**config.mk**
```make
export PLATFORM = sky130hd
export DESIGN_NAME = top_k_score_insert_unit
export DESIGN_NICKNAME = d
export VERILOG_FILES = /design/src/rtl/core/tksi_pkg.sv /design/src/rtl/core/tksi_ctrl.sv /design/src/rtl/core/tksi_dpath.sv /design/src/rtl/core/top_k_score_insert_unit.sv
export SDC_FILE = /design/constraint.sdc
export NUM_CORES = 2
export LEC_CHECK = 0
export BUFFER_PORTS_ARGS = -buffer_cell sky130_fd_sc_hd__buf_2
export CAP_MARGIN = 20
export CORE_MARGIN = 1.5
export CORE_UTILIZATION = 55
export DETAILED_ROUTE_END_ITERATION = 7
export PLACE_DENSITY = 0.72
export SLEW_MARGIN = 20
export SYNTH_ARGS = -nofsm -noshare
export SYNTH_HDL_FRONTEND = slang
export SYNTH_SLANG_ARGS = --single-unit
```
**constraint.sdc**
```tcl
create_clock -name clk -period 27 [get_ports clk]
set_input_delay 2.7 -clock clk [delete_from_list [all_inputs] [get_ports clk]]
set_output_delay 2.7 -clock clk [all_outputs]
set_load 0.05 [all_outputs]
```
**src/rtl/core/tksi_pkg.sv**
```systemverilog
// Package for the top-k score insertion list: list depth, widths, op codes
// and the command struct between controller and datapath.
// No dependencies.
package tksi_pkg;

  localparam int KEEP_DEPTH = 10;
  localparam int CNT_W      = $clog2(KEEP_DEPTH + 1);
  localparam int IDX_W      = $clog2(KEEP_DEPTH);

  // Port widths fixed by the interface
  localparam int OP_W    = 2;
  localparam int COORD_W = 16;
  localparam int SCORE_W = 32;
  localparam int TAG_W   = 16;
  localparam int RIDX_W  = 4;
  localparam int OCNT_W  = 4;

  // Operation codes; code 3 is unused and behaves as a no-op
  localparam logic [OP_W-1:0] OP_INSERT = 2'd0;
  localparam logic [OP_W-1:0] OP_CLEAR  = 2'd1;
  localparam logic [OP_W-1:0] OP_READ   = 2'd2;

  typedef struct packed {
    logic               [SCORE_W-1:0] score;
    logic               [COORD_W-1:0] x;
    logic               [COORD_W-1:0] y;
    logic               [TAG_W-1:0]   tag;
  } tksi_entry_t;

  // Controller to datapath commands
  typedef struct packed {
    logic load;   // capture the incoming word
    logic exec;   // apply the op and register the result
  } tksi_cmd_t;

endpackage

```
**src/rtl/core/tksi_ctrl.sv**
```systemverilog
// Sequencer for the top-k list: accept, execute, present result.
// Depends on tksi_pkg.
module tksi_ctrl import tksi_pkg::*; (
  input  logic      clk,
  input  logic      rst_n,
  input  logic      start,
  output logic      busy,
  output tksi_cmd_t cmd,
  output logic      out_strobe
);

  typedef enum logic [2:0] {
    ST_IDLE = 3'b001,
    ST_EXEC = 3'b010,
    ST_RESP = 3'b100
  } tksi_state_t;

  tksi_state_t state_r, state_nxt;

  always_comb begin
    state_nxt = state_r;
    unique case (state_r)
      ST_IDLE: begin
        if (start) state_nxt = ST_EXEC;
      end
      ST_EXEC: state_nxt = ST_RESP;
      ST_RESP: state_nxt = ST_IDLE;
      default: state_nxt = ST_IDLE;
    endcase
  end

  always_ff @(posedge clk) begin
    if (!rst_n) begin
      state_r <= ST_IDLE;
    end else begin
      state_r <= state_nxt;
    end
  end

  assign busy       = (state_r != ST_IDLE);
  assign cmd.load   = start && !busy;
  assign cmd.exec   = (state_r == ST_EXEC);
  assign out_strobe = (state_r == ST_RESP);

`ifndef NO_ASSERTIONS
  a_accept_to_exec: assert property (@(posedge clk) disable iff (!rst_n)
    (start && !busy) |=> (state_r == ST_EXEC))
    else $error("accepted word did not enter execute");
  a_strobe_after_exec: assert property (@(posedge clk) disable iff (!rst_n)
    out_strobe |-> $past(cmd.exec))
    else $error("result strobe without prior execute");
  a_single_strobe: assert property (@(posedge clk) disable iff (!rst_n)
    out_strobe |=> !out_strobe && !busy)
    else $error("result strobe longer than one cycle");
`endif

endmodule

```
**src/rtl/core/tksi_dpath.sv**
```systemverilog
// Datapath for the top-k list: input word register, row of compare-and-shift
// cells, held count and result registers. Depends on tksi_pkg.
module tksi_dpath import tksi_pkg::*; (
  input  logic                      clk,
  input  logic                      rst_n,
  input  tksi_cmd_t                 cmd,
  input  logic [OP_W-1:0]           in_operation,
  input  logic [COORD_W-1:0]        in_point_x,
  input  logic [COORD_W-1:0]        in_point_y,
  input  logic signed [SCORE_W-1:0] in_score,
  input  logic [TAG_W-1:0]          in_tag_in,
  input  logic [RIDX_W-1:0]         in_read_index,
  output logic                      out_entry_valid,
  output logic signed [SCORE_W-1:0] out_entry_score,
  output logic [COORD_W-1:0]        out_entry_x,
  output logic [COORD_W-1:0]        out_entry_y,
  output logic [TAG_W-1:0]          out_entry_tag,
  output logic [OCNT_W-1:0]         out_entry_count
);

  // captured word
  logic [OP_W-1:0]           op_r;
  logic [COORD_W-1:0]        x_r;
  logic [COORD_W-1:0]        y_r;
  logic signed [SCORE_W-1:0] score_r;
  logic [TAG_W-1:0]          tag_r;
  logic [RIDX_W-1:0]         ridx_r;

  tksi_entry_t slot_r [KEEP_DEPTH];
  logic [CNT_W-1:0] count_r, count_nxt;

  logic [KEEP_DEPTH-1:0] gt;        // new score beats held entry
  logic [KEEP_DEPTH-1:0] take_new;
  logic [KEEP_DEPTH-1:0] shift_in;
  logic                  do_ins;
  logic                  full;
  logic                  rd_hit;
  tksi_entry_t           new_entry;
  tksi_entry_t           rd_entry;

  logic                      valid_r;
  logic signed [SCORE_W-1:0] rscore_r;
  logic [COORD_W-1:0]        rx_r;
  logic [COORD_W-1:0]        ry_r;
  logic [TAG_W-1:0]          rtag_r;
  logic [OCNT_W-1:0]         rcount_r;

  always_ff @(posedge clk) begin
    if (cmd.load) begin
      op_r    <= in_operation;
      x_r     <= in_point_x;
      y_r     <= in_point_y;
      score_r <= in_score;
      tag_r   <= in_tag_in;
      ridx_r  <= in_read_index;
    end
  end

  assign full      = (count_r == CNT_W'(KEEP_DEPTH));
  assign do_ins    = cmd.exec && (op_r == OP_INSERT) && (score_r != '0);
  assign new_entry = '{score: score_r, x: x_r, y: y_r, tag: tag_r};

  // List is sorted, so gt is a run of ones from the insert point to the tail.
  always_comb begin
    for (int i = 0; i < KEEP_DEPTH; i++) begin
      gt[i] = (CNT_W'(i) < count_r) && (score_r > $signed(slot_r[i].score));
    end
    for (int i = 0; i < KEEP_DEPTH; i++) begin
      if (i == 0) begin
        take_new[i] = gt[i] || (count_r == '0);
        shift_in[i] = 1'b0;
      end else begin
        take_new[i] = !gt[i-1] && (gt[i] || (count_r == CNT_W'(i)));
        shift_in[i] = gt[i-1] && (CNT_W'(i) <= count_r);
      end
    end
  end

  always_ff @(posedge clk) begin
    if (do_ins) begin
      for (int i = 0; i < KEEP_DEPTH; i++) begin
        if (shift_in[i] && i > 0) begin
          slot_r[i] <= slot_r[(i > 0) ? i - 1 : 0];
        end else if (take_new[i]) begin
          slot_r[i] <= new_entry;
        end
      end
    end
  end

  always_comb begin
    count_nxt = count_r;
    if (op_r == OP_CLEAR) begin
      count_nxt = '0;
    end else if ((op_r == OP_INSERT) && (score_r != '0) && !full) begin
      count_nxt = count_r + CNT_W'(1);
    end
  end

  always_ff @(posedge clk) begin
    if (!rst_n) begin
      count_r <= '0;
    end else if (cmd.exec) begin
      count_r <= count_nxt;
    end
  end

  assign rd_hit   = (op_r == OP_READ) && (8'(ridx_r) < 8'(count_r));
  assign rd_entry = slot_r[ridx_r[IDX_W-1:0]];

  always_ff @(posedge clk) begin
    if (cmd.exec) begin
      valid_r  <= rd_hit;
      rscore_r <= rd_hit ? $signed(rd_entry.score) : '0;
      rx_r     <= rd_hit ? rd_entry.x : '0;
      ry_r     <= rd_hit ? rd_entry.y : '0;
      rtag_r   <= rd_hit ? rd_entry.tag : '0;
      rcount_r <= OCNT_W'(count_nxt);
    end
  end

  assign out_entry_valid = valid_r;
  assign out_entry_score = rscore_r;
  assign out_entry_x     = rx_r;
  assign out_entry_y     = ry_r;
  assign out_entry_tag   = rtag_r;
  assign out_entry_count = rcount_r;

`ifndef NO_ASSERTIONS
  a_count_bound: assert property (@(posedge clk) disable iff (!rst_n)
    count_r <= CNT_W'(KEEP_DEPTH))
    else $error("held count exceeds list depth");
  a_clear_empties: assert property (@(posedge clk) disable iff (!rst_n)
    (cmd.exec && op_r == OP_CLEAR) |=> (count_r == '0))
    else $error("clear left entries held");
  a_count_step: assert property (@(posedge clk) disable iff (!rst_n)
    (cmd.exec && op_r != OP_CLEAR) |=> (count_r == $past(count_r)
      || count_r == $past(count_r) + CNT_W'(1)))
    else $error("held count moved by more than one");
`endif

endmodule

```
**src/rtl/core/top_k_score_insert_unit.sv**
```systemverilog
// Top level of the top-k score insertion list.
// Depends on tksi_pkg, tksi_ctrl and tksi_dpath.
//
// Keeps the KEEP_DEPTH best scored points (score, x, y, tag) sorted by
// descending score. A command word is taken at a rising edge with start
// high and busy low. Ops: insert (score zero is ignored, ties go after
// existing entries, the tail drops out when full), clear, and read at
// in_read_index.
// Every word gives exactly one result word: out_strobe is high for one
// cycle, in the present state after the execute state, with the read fields
// (zero unless a read hits a held entry) and the count after the op.
// Accept, execute and present run in turn; new words are taken in idle;
// busy is high while a word is in execute or its result is on the ports.
// The insert itself is done in execute: every list cell compares against
// the new score in parallel and either keeps, shifts down or takes the new
// point. The receiver cannot stall: results hold until the next execute.
// Reset (rst_n low, synchronous) empties the list and returns to idle;
// slot contents are not cleared, an empty slot is never read out.
module top_k_score_insert_unit import tksi_pkg::*; (
  input  logic                      clk,
  input  logic                      rst_n,
  input  logic                      start,
  output logic                      busy,
  input  logic [OP_W-1:0]           in_operation,
  input  logic [COORD_W-1:0]        in_point_x,
  input  logic [COORD_W-1:0]        in_point_y,
  input  logic signed [SCORE_W-1:0] in_score,
  input  logic [TAG_W-1:0]          in_tag_in,
  input  logic [RIDX_W-1:0]         in_read_index,
  output logic                      out_strobe,
  output logic                      out_entry_valid,
  output logic signed [SCORE_W-1:0] out_entry_score,
  output logic [COORD_W-1:0]        out_entry_x,
  output logic [COORD_W-1:0]        out_entry_y,
  output logic [TAG_W-1:0]          out_entry_tag,
  output logic [OCNT_W-1:0]         out_entry_count
);

  tksi_cmd_t cmd;

  // sequencer
  tksi_ctrl u_ctrl (
    .clk        (clk),
    .rst_n      (rst_n),
    .start      (start),
    .busy       (busy),
    .cmd        (cmd),
    .out_strobe (out_strobe)
  );

  // list cells and result registers
  tksi_dpath u_dpath (
    .clk             (clk),
    .rst_n           (rst_n),
    .cmd             (cmd),
    .in_operation    (in_operation),
    .in_point_x      (in_point_x),
    .in_point_y      (in_point_y),
    .in_score        (in_score),
    .in_tag_in       (in_tag_in),
    .in_read_index   (in_read_index),
    .out_entry_valid (out_entry_valid),
    .out_entry_score (out_entry_score),
    .out_entry_x     (out_entry_x),
    .out_entry_y     (out_entry_y),
    .out_entry_tag   (out_entry_tag),
    .out_entry_count (out_entry_count)
  );

endmodule
```
==> metrics.txt <==
status finished clean; Compound-Gate Fraction of Synth Area under 10%; via count of the first global-routing pass between 30,000 and 40,000; synth cell count leaders edfxtp_1, mux2_2, inv_1; CTS Hold Bufs 0; fraction of layout cells with a size suffix above 1 roughly a third; WP data arrival between 5000 and 6000 ps; DRC Markers 0; max_slew headroom a little over a fifth; Final Worst Setup Slack 21,550 ps; Synth Warn # 0; post-synth top area share approximately 54%; total power about 3.2 mW; CP Launch Type flip-flop; reg-to-reg startpoint u_dpath.score_r[5]; vias approximately 33,000; Layout area overhead 9.65%; TritonCTS Sinks about 1,000; most frequent cell after synthesis edfxtp_1; reg-to-reg setup timing slack about 22,000 ps; Crit Path Class reg -> reg; Final Hold Vio Count 0; Setup crit end kind flip-flop; CP startpoint u_dpath.score_r[5]; Worst VDD drop roughly 0.05 mV; multiplexer share of the synthesized area 23.4%; fillers roughly 7,400; Iter 0 DRT Violations 3,477; sequential area share after synthesis a little over half; Total Die Area a little under 0.1 mm2; total CTS buffers 103; Slew Viols, Final 0; hold crit path type reg -> reg; Die Span Y around 320 um; Top FF cell, synth edfxtp_1; Max Cap Violations 0; RSZ-0062 raised after global routing false; clock latency at the later pin of the worst-skew pair 700 ps; Layout Nets 4,211; port buffer count roughly 180; Post-synth EDFFs slightly below 1,000; initial core utilization 55.5%; antenna violations before repair 3; largest family of logic cells by synthesized area multiplexers; WL/cell ~28 um; post-DP HPWL about 86,000 um; post-CTS sizing 0; syn_nets roughly 4,000; GP Congestion roughly 0.96; Clock Tree Root clkbuf_16; largest net degree at the start of global routing 162; Synth area leader edfxtp_1; Critical Path RT 27,310 ps; drt first pass iters 5; Achievable Freq roughly 180 MHz; Core Rows ~110; total gr overflow 0; Leak 21.4 nW; setup TNS 0 ps; Least-Margin Pin Slew about 1200 ps; min cycle time layout around 5500 ps; Crit Path Max Fanout around 50; Worst-path clk slew ~60 ps; CTS tree done; DP Worst Slack roughly 22,000 ps; Final period util approximately a fifth; Post-CTS Setup Inserts 0; Mean Syn Cell Area around 15 um2; Final ANT Viol Nets 0; number of H-tree levels 3; post-synthesis xor/xnor area fraction less than 1%; clk_skew 28.2 ps; die width between 300 and 400 um; first-pass GRT wire length approximately 210,000 um; post-synthesis simple-gate area fraction about 4%; FFs w/ async S/R, synth 0%; cell area power density about 55 mW/mm2; hold path start u_dpath.slot_r[7][18]; Mapped Cells around 3,600; Final Setup Violations 0; Synth cell types between 70 and 80; adder-cell share of the synthesized area under 10%; top cells by area, synth edfxtp_1, mux2_2, ha_1; post-synth design cell area 0.0536 mm2; # IOs 176; clock buffer depth 3; register bit total from synthesis a little under 1,000; core footprint 0.0966 mm2; WL final between 100,000 and 150,000 um; GRT Overall Usage 29.0%; routed vias/inst 6.44
stage by stage:
| stage | std cells | util, % | instance area (um2) | hold WS [ps] |
|---|---|---|---|---|
| 2_1_floorplan | 3647 | - | 53600 | 448 |
| 3_3_place_gp | 4967 | 57.7 | 55700 | 531 |
| 3_5_place_dp | 4967 | 57.7 | 55700 | 539 |
| 4_1_cts | 5150 | 60.8 | 58700 | 546 |
| 5_1_grt | 5151 | 60.8 | 58700 | 579 |
| 6_report | 5152 | 60.8 | 58700 | 557 |
worst paths after layout:
check | to | cells after the start
hold reg to reg | u_dpath.slot_r[8][18] | 1
setup reg to reg | u_dpath.slot_r[9][7] | 11
hold / removal | u_dpath.slot_r[8][18] | 1
setup / recovery | u_dpath.slot_r[9][7] | 11
critical path, cell delays in order, from the launching register on:
cell and delay, ps:
edfxtp_1 940, ha_1 380, a21oi_1 120, o21ai_0 80
a221oi_1 610, o221ai_1 410, a211oi_2 320, xnor2_1 90
o41a_1 460, mux2i_1 160, and2_4 600, buf_4 850
routing by layer:
layer	GRT usage, %	vias up	wire length, um
met5	0	-	8
met4	7.85	2	3330
met3	5.49	214	12300
met2	45.2	1416	66700
met1	41.7	17049	61100
li1	-	14491	-
cell families after synthesis:
logic type / count (synthesis)
AOI/OAI and AO/OA: 460
xor gates and xnor gates: 6
adders and majority gates: 326
buffers and inverters: 535
DFF: 978
muxes: 964
and+or+nand+nor: 378
cell type report:
class	count	area, um2	share of cell area, %
Multi-Input combinational cell	2134	22100	37.6
Antenna cell	2	5.00	0.00852
Sequential cell	978	29300	49.9
Tap cell	1276	1600	2.72
Timing Repair Buffer	243	1420	2.42
Inverter	336	1260	2.15
Clock buffer	136	2790	4.75
Clock inverter	47	251	0.428
placed cells by master (no fill, tap or decap), types with 6 or more instances in the layout:
master and n:
nor3_1 10, a21boi_0 6, clkinv_2 18, edfxtp_1 971, o21ai_0 41, o211ai_1 19
inv_1 334, clkbuf_16 107, clkbuf_1 29, nor4_1 19, a21oi_1 114, mux4_2 160
mux2i_1 84, nor2_1 49, buf_2 175, nand2b_1 7, o21a_1 6, a221oi_1 7
nand2_1 67, dfxtp_1 7, mux2_2 655, buf_4 65, a211oi_1 166, nand3_1 24
mux2_1 65, nor2b_1 103, nand4_1 61, ha_1 326, and2_1 6, a21o_1 43
clkinv_1 27
sequential cells by signal, summed over array words and instances (netlist names), 4 cells and up:
register,flops
u_dpath.y_r,16
u_dpath.tag_r,16
u_dpath.score_r,32
u_dpath.out_entry_tag,16
u_dpath.ridx_r,4
u_dpath.out_entry_score,32
u_dpath.out_entry_y,16
u_dpath.slot_r,800
u_dpath.out_entry_count,4
u_dpath.count_r,4
u_dpath.x_r,16
u_dpath.out_entry_x,16
power by group:
part           total [mW]  internal [mW]  switching (mW)
registers            1.69           1.67          0.0262
clock network        1.32          0.729           0.591
logic               0.208         0.0813           0.127
total                3.22           2.48           0.745
No activity file was read; power rests on OpenSTA's default activity.
